==> src/rtl/atrg_pkg.sv <==
// ============================================================================
// atrg_pkg - shared types and codes for the association table replay guard
// Request and status codes, table row layout, controller/datapath bundles.
// ============================================================================
`default_nettype none

package atrg_pkg;

	// drops reported by one sweep at most
	localparam int MAX_RESULTS = 16;
	localparam int CNT_W       = $clog2(MAX_RESULTS + 1);

	typedef enum logic [1:0] {
		REQ_OFFER = 2'd0,
		REQ_PROT  = 2'd1,
		REQ_SWEEP = 2'd2,
		REQ_CLEAR = 2'd3
	} atrg_req_t;

	typedef enum logic [3:0] {
		RS_ANSWERED  = 4'd0,
		RS_STALE     = 4'd1,
		RS_FULL      = 4'd2,
		RS_XCHG_FAIL = 4'd3,
		RS_DELIVER   = 4'd4,
		RS_NO_ENTRY  = 4'd5,
		RS_BAD_TAG   = 4'd6,
		RS_REPLAY    = 4'd7,
		RS_EXPIRED   = 4'd8,
		RS_NONE_EXP  = 4'd9,
		RS_CLEARED   = 4'd10
	} atrg_status_t;

	// one table row as held in the RAM
	typedef struct packed {
		logic [31:0] address;
		logic [15:0] port;
		logic [31:0] offer_word;
		logic [31:0] high_word;
		logic [63:0] last_tick;
	} atrg_row_t;

	// controller -> datapath
	typedef struct packed {
		logic start;   // capture request, reset scan
		logic rd;      // read row at scan index
		logic look;    // track match / free slot
		logic drop;    // sweep drops the current row
		logic step;    // advance scan index
		logic finish;  // final word and write-back
	} atrg_cmd_t;

	// datapath -> controller
	typedef struct packed {
		atrg_req_t req_type;
		logic      last_idx;
		logic      expired;
		logic      pend_v;
		logic      out_free;
		logic      cnt_last;
	} atrg_sts_t;

endpackage

`default_nettype wire

==> src/rtl/atrg_if.sv <==
// ============================================================================
// atrg_if - request and response channels
// Valid/ready channels; a word moves when valid and ready are both high.
// ============================================================================
`default_nettype none

interface atrg_req_if;
	logic        valid;
	logic        ready;
	logic [1:0]  req_type;
	logic [31:0] peer_address;
	logic [15:0] peer_port;
	logic [31:0] seq_word_a;
	logic [31:0] offer_word;
	logic        check_passed;
	logic [63:0] now_tick;

	modport source (output valid, req_type, peer_address, peer_port, seq_word_a,
		offer_word, check_passed, now_tick, input ready);
	modport sink (input valid, req_type, peer_address, peer_port, seq_word_a,
		offer_word, check_passed, now_tick, output ready);
endinterface

interface atrg_rsp_if;
	logic        valid;
	logic        ready;
	logic [3:0]  status;
	logic [3:0]  slot_index;
	logic [31:0] dropped_address;
	logic [15:0] dropped_port;
	logic        last_result;

	modport source (output valid, status, slot_index, dropped_address, dropped_port,
		last_result, input ready);
	modport sink (input valid, status, slot_index, dropped_address, dropped_port,
		last_result, output ready);
endinterface

`default_nettype wire

==> src/rtl/atrg_ram.sv <==
// ============================================================================
// atrg_ram - generic single write / single read RAM
// One write port, one read port with registered read data.
// ============================================================================
`default_nettype none

module atrg_ram #(
	parameter int WIDTH = 8,
	parameter int DEPTH = 16
) (
	input  wire logic                                   clk,
	input  wire logic                                   we,
	input  wire logic [(DEPTH > 1 ? $clog2(DEPTH) : 1)-1:0] waddr,
	input  wire logic [WIDTH-1:0]                       wdata,
	input  wire logic                                   re,
	input  wire logic [(DEPTH > 1 ? $clog2(DEPTH) : 1)-1:0] raddr,
	output logic      [WIDTH-1:0]                       rdata
);

	logic [WIDTH-1:0] mem_q [DEPTH];

	always_ff @(posedge clk) begin
		if (we) begin
			mem_q[waddr] <= wdata;
		end
		if (re) begin
			rdata <= mem_q[raddr];
		end
	end

endmodule

`default_nettype wire

==> src/rtl/atrg_ctrl.sv <==
// ============================================================================
// atrg_ctrl - request sequencer
// Walks the table one row per read/check pair, then issues the final word.
// ============================================================================
`default_nettype none

module atrg_ctrl import atrg_pkg::*; (
	input  wire logic       clk,
	input  wire logic       arst_n,
	input  wire logic       in_valid,
	input  wire logic [1:0] in_type,
	output logic            in_ready,
	input  wire atrg_sts_t  sts,
	output atrg_cmd_t       cmd
);

	localparam logic [1:0] ST_IDLE   = 2'd0;
	localparam logic [1:0] ST_READ   = 2'd1;
	localparam logic [1:0] ST_CHECK  = 2'd2;
	localparam logic [1:0] ST_FINISH = 2'd3;

	logic [1:0] state_q, state_d;

	assign in_ready = (state_q == ST_IDLE);

	always_comb begin
		state_d = state_q;
		cmd     = '0;
		unique case (state_q)
			ST_IDLE: begin
				if (in_valid) begin
					cmd.start = 1'b1;
					state_d   = (atrg_req_t'(in_type) == REQ_CLEAR) ? ST_FINISH : ST_READ;
				end
			end
			ST_READ: begin
				cmd.rd  = 1'b1;
				state_d = ST_CHECK;
			end
			ST_CHECK: begin
				if (sts.req_type == REQ_SWEEP) begin
					if (sts.expired) begin
						// a pending drop must leave through a free output register
						if (!sts.pend_v || sts.out_free) begin
							cmd.drop = 1'b1;
							if (sts.cnt_last || sts.last_idx) begin
								state_d = ST_FINISH;
							end else begin
								cmd.step = 1'b1;
								state_d  = ST_READ;
							end
						end
					end else if (sts.last_idx) begin
						state_d = ST_FINISH;
					end else begin
						cmd.step = 1'b1;
						state_d  = ST_READ;
					end
				end else begin
					cmd.look = 1'b1;
					if (sts.last_idx) begin
						state_d = ST_FINISH;
					end else begin
						cmd.step = 1'b1;
						state_d  = ST_READ;
					end
				end
			end
			ST_FINISH: begin
				if (sts.out_free) begin
					cmd.finish = 1'b1;
					state_d    = ST_IDLE;
				end
			end
			default: state_d = ST_IDLE;
		endcase
	end

	always_ff @(posedge clk or negedge arst_n) begin
		if (!arst_n) begin
			state_q <= ST_IDLE;
		end else begin
			state_q <= state_d;
		end
	end

endmodule

`default_nettype wire

==> src/rtl/atrg_dp.sv <==
// ============================================================================
// atrg_dp - table datapath
// Row RAM, live/seen bits, scan tracking, sweep pending word, output register.
// ============================================================================
`default_nettype none

module atrg_dp import atrg_pkg::*; #(
	parameter int TABLE_ENTRIES = 16
) (
	input  wire logic        clk,
	input  wire logic        arst_n,
	input  wire atrg_cmd_t   cmd,
	output atrg_sts_t        sts,
	input  wire logic [1:0]  in_type,
	input  wire logic [31:0] in_address,
	input  wire logic [15:0] in_port,
	input  wire logic [31:0] in_word_a,
	input  wire logic [31:0] in_word_b,
	input  wire logic        in_ok,
	input  wire logic [63:0] in_now,
	input  wire logic        cfg_we,
	input  wire logic [31:0] cfg_data,
	output logic             out_valid,
	input  wire logic        out_ready,
	output logic [3:0]       out_status,
	output logic [3:0]       out_slot,
	output logic [31:0]      out_address,
	output logic [15:0]      out_port,
	output logic             out_last
);

	localparam int IDX_W = (TABLE_ENTRIES > 1) ? $clog2(TABLE_ENTRIES) : 1;

	// captured request
	atrg_req_t   type_q;
	logic [31:0] addr_q, worda_q, wordb_q;
	logic [15:0] port_q;
	logic        ok_q;
	logic [63:0] now_q;

	logic [31:0]              timeout_q;
	logic [TABLE_ENTRIES-1:0] live_q, seen_q;
	logic [IDX_W-1:0]         idx_q;
	logic                     found_q, free_found_q;
	logic [IDX_W-1:0]         match_q, free_q;
	atrg_row_t                match_row_q;
	logic [CNT_W-1:0]         cnt_q;

	// pending sweep drop (held until we know whether it is the last)
	logic             pend_v_q;
	logic [IDX_W-1:0] pend_slot_q;
	logic [31:0]      pend_addr_q;
	logic [15:0]      pend_port_q;

	logic out_v_q;

	atrg_row_t rd_row, wb_row;
	logic      key_eq, expired;
	logic [63:0] age;

	// final word and write-back
	atrg_status_t     res_status;
	logic [IDX_W-1:0] res_slot, wb_slot;
	logic [31:0]      res_addr;
	logic [15:0]      res_port;
	logic             wb_en, wb_seen, clear_all;
	logic [IDX_W-1:0] tgt;

	atrg_ram #(
		.WIDTH ($bits(atrg_row_t)),
		.DEPTH (TABLE_ENTRIES)
	) u_rows (
		.clk   (clk),
		.we    (cmd.finish & wb_en),
		.waddr (wb_slot),
		.wdata (wb_row),
		.re    (cmd.rd),
		.raddr (idx_q),
		.rdata (rd_row)
	);

	assign key_eq  = live_q[idx_q] && (rd_row.address == addr_q) && (rd_row.port == port_q);
	assign age     = now_q - rd_row.last_tick;
	assign expired = live_q[idx_q] && (age > {32'd0, timeout_q});

	always_comb begin
		sts.req_type = type_q;
		sts.last_idx = (idx_q == IDX_W'(TABLE_ENTRIES - 1));
		sts.expired  = expired;
		sts.pend_v   = pend_v_q;
		sts.out_free = !out_v_q || out_ready;
		sts.cnt_last = (CNT_W'(cnt_q + CNT_W'(1)) == CNT_W'(MAX_RESULTS));
	end

	always_comb begin
		res_status = RS_CLEARED;
		res_slot   = '0;
		res_addr   = '0;
		res_port   = '0;
		wb_en      = 1'b0;
		wb_seen    = 1'b0;
		wb_slot    = match_q;
		wb_row     = match_row_q;
		clear_all  = 1'b0;
		tgt        = found_q ? match_q : free_q;
		unique case (type_q)
			REQ_OFFER: begin
				if (found_q && (wordb_q <= match_row_q.offer_word)) begin
					res_status = RS_STALE;
					res_slot   = match_q;
				end else if (!found_q && !free_found_q) begin
					res_status = RS_FULL;
				end else if (!ok_q) begin
					res_status = RS_XCHG_FAIL;
					res_slot   = tgt;
				end else begin
					res_status        = RS_ANSWERED;
					res_slot          = tgt;
					wb_en             = 1'b1;
					wb_slot           = tgt;
					wb_row.address    = addr_q;
					wb_row.port       = port_q;
					wb_row.offer_word = wordb_q;
					wb_row.high_word  = '0;
					wb_row.last_tick  = now_q;
				end
			end
			REQ_PROT: begin
				if (!found_q) begin
					res_status = RS_NO_ENTRY;
				end else if (!ok_q) begin
					res_status = RS_BAD_TAG;
					res_slot   = match_q;
				end else if (!seen_q[match_q] || (worda_q > match_row_q.high_word)) begin
					res_status       = RS_DELIVER;
					res_slot         = match_q;
					wb_en            = 1'b1;
					wb_seen          = 1'b1;
					wb_row.high_word = worda_q;
					wb_row.last_tick = now_q;
				end else begin
					res_status = RS_REPLAY;
					res_slot   = match_q;
				end
			end
			REQ_SWEEP: begin
				if (pend_v_q) begin
					res_status = RS_EXPIRED;
					res_slot   = pend_slot_q;
					res_addr   = pend_addr_q;
					res_port   = pend_port_q;
				end else begin
					res_status = RS_NONE_EXP;
				end
			end
			REQ_CLEAR: begin
				clear_all = 1'b1;
			end
			default: res_status = RS_CLEARED;
		endcase
	end

	// request, matched row and pending drop capture
	always_ff @(posedge clk) begin
		if (cmd.start) begin
			addr_q  <= in_address;
			port_q  <= in_port;
			worda_q <= in_word_a;
			wordb_q <= in_word_b;
			ok_q    <= in_ok;
			now_q   <= in_now;
		end
		if (cmd.look && key_eq && !found_q) begin
			match_row_q <= rd_row;
		end
		if (cmd.drop) begin
			pend_slot_q <= idx_q;
			pend_addr_q <= rd_row.address;
			pend_port_q <= rd_row.port;
		end
	end

	always_ff @(posedge clk or negedge arst_n) begin
		if (!arst_n) begin
			type_q       <= REQ_OFFER;
			timeout_q    <= 32'd10000;
			live_q       <= '0;
			seen_q       <= '0;
			idx_q        <= '0;
			found_q      <= 1'b0;
			free_found_q <= 1'b0;
			match_q      <= '0;
			free_q       <= '0;
			cnt_q        <= '0;
			pend_v_q     <= 1'b0;
		end else begin
			if (cfg_we) begin
				timeout_q <= cfg_data;
			end
			if (cmd.start) begin
				type_q       <= atrg_req_t'(in_type);
				idx_q        <= '0;
				found_q      <= 1'b0;
				free_found_q <= 1'b0;
				cnt_q        <= '0;
				pend_v_q     <= 1'b0;
			end
			if (cmd.step) begin
				idx_q <= IDX_W'(idx_q + IDX_W'(1));
			end
			if (cmd.look) begin
				if (key_eq && !found_q) begin
					found_q <= 1'b1;
					match_q <= idx_q;
				end
				if (!live_q[idx_q] && !free_found_q) begin
					free_found_q <= 1'b1;
					free_q       <= idx_q;
				end
			end
			if (cmd.drop) begin
				live_q[idx_q] <= 1'b0;
				seen_q[idx_q] <= 1'b0;
				pend_v_q      <= 1'b1;
				cnt_q         <= CNT_W'(cnt_q + CNT_W'(1));
			end
			if (cmd.finish) begin
				if (clear_all) begin
					live_q <= '0;
					seen_q <= '0;
				end else if (wb_en) begin
					live_q[wb_slot] <= 1'b1;
					seen_q[wb_slot] <= wb_seen;
				end
			end
		end
	end

	// output register
	always_ff @(posedge clk) begin
		if (cmd.finish) begin
			out_status  <= res_status;
			out_slot    <= 4'(res_slot);
			out_address <= res_addr;
			out_port    <= res_port;
			out_last    <= 1'b1;
		end else if (cmd.drop && pend_v_q) begin
			out_status  <= RS_EXPIRED;
			out_slot    <= 4'(pend_slot_q);
			out_address <= pend_addr_q;
			out_port    <= pend_port_q;
			out_last    <= 1'b0;
		end
	end

	always_ff @(posedge clk or negedge arst_n) begin
		if (!arst_n) begin
			out_v_q <= 1'b0;
		end else if (cmd.finish || (cmd.drop && pend_v_q)) begin
			out_v_q <= 1'b1;
		end else if (out_ready) begin
			out_v_q <= 1'b0;
		end
	end

	assign out_valid = out_v_q;

endmodule

`default_nettype wire

==> src/rtl/association_table_replay_guard.sv <==
// ============================================================================
// association_table_replay_guard - peer association table with replay guard
// Offers, protected datagrams, idle sweeps and clears against a small table.
// ============================================================================
// Offer, protected datagram and sweep scan the rows (READ then CHECK per row), then
//   FINISH issues the final word; a sweep also ends at MAX_RESULTS drops. Clear goes
//   straight from accept to FINISH. A new request is taken only after the final word,
//   the row scan being one RAM read and one check per row through a single read port.
// Sweeps with several drops stall while the output register is held.
// Reset: table empty at once (live bits cleared), idle_timeout = 10000.
`default_nettype none

module association_table_replay_guard import atrg_pkg::*; #(
	parameter int TABLE_ENTRIES = 16
) (
	input  wire logic        clk,
	input  wire logic        arst_n,
	atrg_req_if.sink         req,
	atrg_rsp_if.source       rsp,
	input  wire logic        cfg_we,
	input  wire logic [31:0] cfg_data
);

	atrg_cmd_t cmd;
	atrg_sts_t sts;

	// controller: accepts a word only when idle, then sequences the scan
	atrg_ctrl u_ctrl (
		.clk      (clk),
		.arst_n   (arst_n),
		.in_valid (req.valid),
		.in_type  (req.req_type),
		.in_ready (req.ready),
		.sts      (sts),
		.cmd      (cmd)
	);

	// datapath: row RAM, live/seen flags, match tracking, output register
	atrg_dp #(
		.TABLE_ENTRIES (TABLE_ENTRIES)
	) u_dp (
		.clk         (clk),
		.arst_n      (arst_n),
		.cmd         (cmd),
		.sts         (sts),
		.in_type     (req.req_type),
		.in_address  (req.peer_address),
		.in_port     (req.peer_port),
		.in_word_a   (req.seq_word_a),
		.in_word_b   (req.offer_word),
		.in_ok       (req.check_passed),
		.in_now      (req.now_tick),
		.cfg_we      (cfg_we),
		.cfg_data    (cfg_data),
		.out_valid   (rsp.valid),
		.out_ready   (rsp.ready),
		.out_status  (rsp.status),
		.out_slot    (rsp.slot_index),
		.out_address (rsp.dropped_address),
		.out_port    (rsp.dropped_port),
		.out_last    (rsp.last_result)
	);

	// the output register is only loaded when it is free
	a_finish_free: assert property (@(posedge clk) disable iff (!arst_n)
		(cmd.finish || (cmd.drop && sts.pend_v)) |-> sts.out_free)
		else $error("output word overwritten");

	// the final word returns the block to idle
	a_finish_idle: assert property (@(posedge clk) disable iff (!arst_n)
		cmd.finish |=> req.ready)
		else $error("not idle after final word");

	// a new request is never taken mid-scan
	a_start_idle: assert property (@(posedge clk) disable iff (!arst_n)
		cmd.start |-> !(cmd.rd || cmd.look || cmd.drop || cmd.finish))
		else $error("request taken while busy");

	// an intermediate sweep drop word never carries last_result
	a_last_idle: assert property (@(posedge clk) disable iff (!arst_n)
		(cmd.drop && sts.pend_v) |=> !rsp.last_result)
		else $error("intermediate drop marked last");

endmodule

`default_nettype wire
==> src/flat_wrapper.sv <==
// flat-port wrapper written by rule: the top's interface ports become plain ports
module association_table_replay_guard_flat import atrg_pkg::*;
#(
	parameter int TABLE_ENTRIES = 16
)
  (clk, arst_n, cfg_we, cfg_data, req_valid, req_req_type, req_peer_address, req_peer_port, req_seq_word_a, req_offer_word, req_check_passed, req_now_tick, req_ready, rsp_valid, rsp_status, rsp_slot_index, rsp_dropped_address, rsp_dropped_port, rsp_last_result, rsp_ready);
  atrg_req_if req_i ();
  atrg_rsp_if rsp_i ();
  input  wire logic clk;
  input  wire logic arst_n;
  input  wire logic cfg_we;
  input  wire logic [31:0] cfg_data;
  input wire logic [$bits(req_i.valid)-1:0] req_valid;
  input wire logic [$bits(req_i.req_type)-1:0] req_req_type;
  input wire logic [$bits(req_i.peer_address)-1:0] req_peer_address;
  input wire logic [$bits(req_i.peer_port)-1:0] req_peer_port;
  input wire logic [$bits(req_i.seq_word_a)-1:0] req_seq_word_a;
  input wire logic [$bits(req_i.offer_word)-1:0] req_offer_word;
  input wire logic [$bits(req_i.check_passed)-1:0] req_check_passed;
  input wire logic [$bits(req_i.now_tick)-1:0] req_now_tick;
  output wire logic [$bits(req_i.ready)-1:0] req_ready;
  output wire logic [$bits(rsp_i.valid)-1:0] rsp_valid;
  output wire logic [$bits(rsp_i.status)-1:0] rsp_status;
  output wire logic [$bits(rsp_i.slot_index)-1:0] rsp_slot_index;
  output wire logic [$bits(rsp_i.dropped_address)-1:0] rsp_dropped_address;
  output wire logic [$bits(rsp_i.dropped_port)-1:0] rsp_dropped_port;
  output wire logic [$bits(rsp_i.last_result)-1:0] rsp_last_result;
  input wire logic [$bits(rsp_i.ready)-1:0] rsp_ready;
  assign req_i.valid = req_valid;
  assign req_i.req_type = req_req_type;
  assign req_i.peer_address = req_peer_address;
  assign req_i.peer_port = req_peer_port;
  assign req_i.seq_word_a = req_seq_word_a;
  assign req_i.offer_word = req_offer_word;
  assign req_i.check_passed = req_check_passed;
  assign req_i.now_tick = req_now_tick;
  assign req_ready = req_i.ready;
  assign rsp_valid = rsp_i.valid;
  assign rsp_status = rsp_i.status;
  assign rsp_slot_index = rsp_i.slot_index;
  assign rsp_dropped_address = rsp_i.dropped_address;
  assign rsp_dropped_port = rsp_i.dropped_port;
  assign rsp_last_result = rsp_i.last_result;
  assign rsp_i.ready = rsp_ready;
  association_table_replay_guard #(.TABLE_ENTRIES(TABLE_ENTRIES)) u_core (.clk(clk), .arst_n(arst_n), .req(req_i), .rsp(rsp_i), .cfg_we(cfg_we), .cfg_data(cfg_data));
endmodule
==> config.mk <==
export PLATFORM = sky130hd
export DESIGN_NAME = association_table_replay_guard_flat
export DESIGN_NICKNAME = d
export VERILOG_FILES = /design/src/rtl/atrg_pkg.sv /design/src/rtl/atrg_if.sv /design/src/rtl/atrg_ram.sv /design/src/rtl/atrg_ctrl.sv /design/src/rtl/atrg_dp.sv /design/src/rtl/association_table_replay_guard.sv /design/src/flat_wrapper.sv
export SDC_FILE = /design/constraint.sdc
export NUM_CORES = 2
export LEC_CHECK = 0
export BUFFER_PORTS_ARGS = -buffer_cell sky130_fd_sc_hd__buf_2
export CAP_MARGIN = 20
export CORE_AREA = 5 5 562 564
export DETAILED_ROUTE_END_ITERATION = 12
export DIE_AREA = 0 0 567 569
export GPL_ROUTABILITY_DRIVEN = 0
export GPL_TIMING_DRIVEN = 0
export PLACE_DENSITY = 0.7
export SYNTH_ARGS = -nofsm -noshare
export SYNTH_HDL_FRONTEND = slang
export SYNTH_SLANG_ARGS = --single-unit
==> constraint.sdc <==
create_clock -name clk -period 20.9 [get_ports clk]
set_input_delay 0 -clock clk [delete_from_list [all_inputs] [get_ports clk]]
set_output_delay 0 -clock clk [all_outputs]
set_load 0.005 [all_outputs]
Word level (Yosys, flattened, before mapping)
Memories as Yosys holds them, arrays and structs flattened. A register that Yosys moved wholly into a read port is not among the register bits.
Cells that the tools add are included.
Word-level totals
  register bits: 551
  latch bits: 0
  memory bits (writable): 2816
  ROM bits: 0
  input port bits: 216
  output and inout bits: 59
  logic and storage cells: 198
  memories: 1
Memory list
  u_core.u_dp.u_rows.mem_q: depth 16, width 176, read ports 1, clocked after memory_dff 1, write ports 1, line atrg_ram.sv:20  | logic [WIDTH-1:0] mem_q [DEPTH];
Operators by class
  add/sub/neg operators: 3
  multiply operators: 0
  divide/modulo/power cells: 0
  magnitude comparators: 8
  equality and inequality tests: 14
  shifts and indexed selects: 0
  multiplexer cells: 103
  bitwise logic cells: 5
  reduce and logical (&&, ||, !) cells: 32
Operator list (number)
  $mux 176: 3
  $mux 96: 3
  $mux 16: 12
  $pmux 96 s2: 1
  $mux 32: 4
  $mux 80: 1
  $gt 64x32->1: 1
  $sub 64x64->64: 1
  $mux 4: 15
  $mux 1: 37
  $and 16x16->16: 2
  $eq 32x32->1: 1
  $gt 32x32->1: 1
  $le 32x32->1: 1
  $mux 2: 15
  $pmux 4 s3: 2
  $bwmux 16: 1
  $eq 16x16->1: 1
  $not 16->16: 1
  $or 16x16->16: 1
  $lt 4x5->1 const B: 3
  $logic_and 1x1->1: 12
  $eq 2x2->1 const B: 5
  $mux 5: 2
  20 further kinds: 39

Longest topological paths before layout
  word-level depth: 13
  gate-level depth with buffers: 27
  mapped depth without buffers: 26

Hierarchy
From an unflattened synthesis, not the netlist that was laid out.
Unflattened totals
  cell total of the unflattened synthesis: 6979
  area, all modules: 139094.7 µm²
Modules (own cells, without submodules)
  atrg_ram: times used 1, cells an instance 4601, area each 110896.4 µm²
  atrg_dp: times used 1, cells an instance 2354, area each 28006.9 µm²
  atrg_ctrl: times used 1, cells an instance 24, area each 191.4 µm²

Least setup slack after synthesis
No wires, ideal clock.
  path kind: register to register
  start point: reg u_core.u_dp.wordb_q[17]
  end point: reg u_core.u_dp.seen_q[4]
  data arrival time: 10.347 ns
  path slack: 10.411 ns
  cell stages (with the launch flop): 15
  path buffers: 1
  clock period less this slack: 10.489 ns
  cells stage by stage: edfxtp_1 ha_1 a21o_1 a21o_1 a21o_1 a221o_1 a2111oi_0 a21oi_1 a221oi_1 nor4_1 clkbuf_1 o21ai_1 nor2_1 o22a_1 a31oi_1
On the way
  longest elaborated chain between the ends: 12
Ends and longest elaborated chain
  start: declaration: line atrg_dp.sv:36  | logic [31:0] addr_q, worda_q, wordb_q;
  start signal: assignment: line atrg_dp.sv:169  | wordb_q <= in_word_b;
  $le 32x32->1 *: line atrg_dp.sv:108  | if (found_q && (wordb_q <= match_row_q.offer_word)) begin
  $logic_and 1x1->1 *: line atrg_dp.sv:108
  $mux 4: line atrg_dp.sv:108
  $mux 4: line atrg_dp.sv:106  | unique case (type_q)
  $lt 4x5->1 (implied by the code) / $ge 4x1->1 (equally long branches): line atrg_dp.sv:233  | seen_q[wb_slot] <= wb_seen;
  $logic_and 1x1->1 (implied by the code): line atrg_dp.sv:233
  $mux 1 (implied by the code): line atrg_dp.sv:233
  $demux 1 s4: line atrg_dp.sv:233
  $bwmux 16: line atrg_dp.sv:233
  $mux 16 *: line atrg_dp.sv:231  | end else if (wb_en) begin
  $mux 16 *: line atrg_dp.sv:228  | if (clear_all) begin
  $mux 16 *: line atrg_dp.sv:227  | if (cmd.finish) begin
  end signal: indexed assignment: line atrg_dp.sv:233
  end: declaration: line atrg_dp.sv:42  | logic [TABLE_ENTRIES-1:0] live_q, seen_q;
Every way passes the cells marked *; elsewhere a longest branch is shown, timed or not.
A chain may end at the register's enable or synchronous reset.

==> summary.md <==
| Metric | Value |
|---|---|
| H-tree levels | 5 |
| Min cycle time layout | 8483 ps |
| GRT Util Overall | 23.21% |
| Final Skew | 53.43 ps |
| Unrepaired setup endpoints after global routing | false |
| Initial Utilization | 44.78% |
| Port buffer count | 273 |
| Routed len/inst | 30.55 microns |
| Post-synth EDFFs | 3453 |
| Vias in the first global route | 75660 |
| Endpoints failing hold | 0 |
| Crit Path Class | reg -> reg |
| Clock buffer depth | 4 |
| Layout cells sized above 1 | 25.85% |
| Die Wd | 567 microns |
| Max-Cap Viols | 0 |
| Required @ worst endpoint | 21330 ps |
| Internal power | 0.01463 W |
| Num rows | 205 |
| CTS Buf Count | 350 |
| Comb pwr share | 27.5% |
| I/O Pins | 275 |
| Synth unique cells | 97 |
| Asr flop ratio synth | 2.512% |
| Max stage delay cell, worst path | a221oi_1 |
| Final Slew Violations | 0 |
| CTS root buf | clkbuf_16 |
| DRC | 0 |
| Highest Clock Rate | 0.1179 GHz |
| Syn Std Cell Area | 139000 sq um |
| Critical path launch point type | flip-flop |
| Synth top area cells | edfxtp_1 (75%), mux4_2 (14%), dfrtp_1 (1.5%), ha_1 (1.5%), nand2_1 (1.1%) |
| Clock sink total | 3543 |
| Synth-to-layout area growth | 20.34% |
| Net load switching power | 0.006142 W |
| Worst-Margin Slew | 1260 ps |
| First-pass GRT wire length | 543.5 mm |
| DR vias | 75330 |
| Share of total power in the clock network | 30.3% |
| Gate Count Post-Synth | 6663 |
| Final nets | 8449 |
| Flop pwr share | 42.2% |
| Die area | 322600 sq um |
| Starting DRT DRC Count | 10450 |
| Yosys top cell area share | 74.61% |
| Top_reg_cell synth | edfxtp_1 |
| DPL Wire Length | 246.2 mm |
| Global route total overflow | 0 |
| CTS resizes | 0 |
| Max stage delay on crit path | 610 ps |
| Clk pin slew, worst setup/hold paths | 70 ps |
| Static Leak | 54.80 nW |
| Chip height | 569 microns |
| Synthesized Nets | 7044 |
| Critical Path AT | 8910 ps |
| Vias per cell | 6.028 |
| Cell mode on critical path | a21oi_1 |
| Run status | completed |
| Min-Delay Path Class | in -> reg |
| Fin util | 53.88% |
| CP max FO | 61 |
| Final period utilization | 40.59% |
| CTS tree | built |
| Synthesized flop and latch total | 3543 |
| Endpoint class of the critical path | flip-flop |
| Core area | 310400 sq um |
| Setup Viol. Count Final | 0 |
| Sw Ratio | 29.56% |
| Pin count of the biggest net entering global routing | 97 |
| Power, Total | 0.02078 W |
| Worst VDD drop | 0.08671 mV |
| Synth Area per Inst | 20.86 sq um |
| Pwr dens | 124.2 nW/um^2 |
| Largest area contributor in the netlist | edfxtp_1 |
| Antenna Nets Post-Route | 0 |
| Clock Latency Late Sink | 910 ps |
| Worst relative slew slack | 16.02% |
| Routed wire length | 381.7 mm |
| DRT Pass-1 Iters | 8 |
| Yosys warnings | 0 |
| Register area share after synthesis | 76.23% |
| Initial antenna violation count | 14 |
==> logic make-up (layout without fill, tap and decap cells) <==
kind of cell               Yosys count  in the layout  share of synthesized area (%)
buffers and inverters              496           2176                          1.373
muxes                              949            949                          14.89
xor gates and xnor gates            85             85                         0.5357
AOI/OAI and AO/OA                  583            583                          2.639
adders and majority gates          165            165                          1.491
DFF                               3543           3543                          76.23
other                                0             12                              0
and+or+nand+nor                    842            842                          2.841
==> cells in the mapped netlist (42+ instances only) <==
cell and instances:
xnor2_1 43, nor2_1 115, clkbuf_1 211, dfrtp_1 84, mux4_2 889, o21ai_0 194, nand3_1 50, xor2_1 42
edfxtp_1 3453, nand4_1 58, and2_1 57, ha_1 164, mux2_2 53, a21o_1 42, inv_1 195, a21oi_1 133
nand2_1 415, buf_1 62
==> layout by cell type, fill, tap and decap left out, types with 50 or more instances in the layout <==
master and count:
buf_8 82, mux2_2 53, edfxtp_1 3453, and2_1 57, nor2_1 99, o21ai_0 193, a21oi_1 133, clkinv_1 61
ha_1 164, buf_2 347, buf_1 62, clkbuf_1 273, clkbuf_16 358, mux4_2 889, nand4_1 58, nand3_1 50
nand2_1 414, buf_16 50, dlygate4sd3_1 431, inv_1 194, buf_12 140, dfrtp_1 84, clkinv_2 58
==> per-layer routing <==
layer  GRT usage (%)  vias up  wire (microns)
met4           10.06        4           19120
met5               0        -              23
met2           37.13     4917          181700
met3           4.414      852           39000
li1                -    30310               -
met1           31.47    39240          141900
==> flip-flops by register name (all words and copies together), names as in the netlist, 4 cells and up <==
signal                    cells
u_core.u_dp.addr_q           32
u_core.u_dp.out_port         16
u_core.u_dp.port_q           16
u_core.u_dp.cnt_q             5
u_core.u_dp.out_slot          4
u_core.u_dp.worda_q          32
u_core.u_dp.idx_q             4
u_core.u_dp.pend_addr_q      32
u_core.u_dp.pend_port_q      16
u_core.u_dp.seen_q           16
u_core.u_dp.pend_slot_q       4
u_core.u_dp.live_q           16
u_core.u_dp.match_row_q     176
u_core.u_dp.wordb_q          32
u_core.u_dp.timeout_q        32
u_core.u_dp.now_q            64
u_core.u_dp.match_q           4
u_core.u_dp.out_address      32
u_core.u_dp.u_rows.rdata    176
u_core.u_dp.free_q            4
u_core.u_dp.out_status        4
u_core.u_dp.u_rows.mem_q   2816
==> power groups by stage <==
stage                     clock network [W]  registers [W]  logic, W
final                               0.00629        0.00877   0.00572
after global routing                0.00668        0.00878   0.00606
after CTS                           0.00635        0.00876   0.00557
after detailed placement                  0        0.00890   0.00546
after global placement                    0        0.00905   0.00511
after floorplan                           0        0.00880   0.00353
==> worst max-delay path: cells and delay by family (launching register included) <==
kind | cells | cell delay [ps]
compound gates | 13 | 3600
simple gates | 6 | 2160
fa+ha+maj | 3 | 920
buf+inv | 3 | 580
flops | 1 | 420
xor+xnor | 1 | 170
==> cell type report <==
cell class | count | area, sq um
repair buffers | 1053 | 11580
inverters | 195 | 739.5
multi-input cells | 2624 | 31270
well taps | 4140 | 5180
diodes | 12 | 30.03
clock buffers | 430 | 9279
clock inverters | 197 | 2031
plain buffers | 301 | 1185
flip-flops and latches | 3543 | 105900
fillers | 23040 | 143100
==> worst paths after layout <==
kind | start | endpoint | slack, ps | cells past startpoint
min in group asynchronous | arst_n | u_core.u_dp.timeout_q[10] | 260 | 3
worst max-delay path | u_core.u_dp.now_q[0] | u_core.u_dp.out_address[24] | 12420 | 26
max in group asynchronous | arst_n | u_core.u_dp.found_q | 20240 | 4
worst min register to register | u_core.u_dp.u_rows.rdata[100] | u_core.u_dp.match_row_q[100] | 410 | 0
worst max register to register | u_core.u_dp.now_q[0] | u_core.u_dp.out_address[24] | 12420 | 26
worst min-delay path | cfg_we | u_core.u_dp.timeout_q[7] | 70 | 3
==> per-stage QoR <==
| stage | hold slack, ps | instances | cell area [sq um] | setup WS (ps) | setup TNS (ps) |
|---|---|---|---|---|---|
| detailed placement | 47.22 | 11380 | 150900 | 12610 | 0 |
| finish | 70.62 | 12500 | 167200 | 12420 | 0 |
| floorplan | -295.6 | 6663 | 139000 | 10410 | 0 |
| CTS | 39.49 | 12440 | 166600 | 12470 | 0 |
| global route | 141.8 | 12490 | 167200 | 12100 | 0 |
| global placement | 176.9 | 11080 | 145500 | -2426 | -5021920 |
==> what timing repair did <==
action / CTS / global route
buffers inserted: 0 / 0
hold buffers: 432 / 0
endpoints found under the setup margin: 0 / 0
hold endpoints to repair: 396 / 0
No activity file was read; power rests on OpenSTA's default activity.
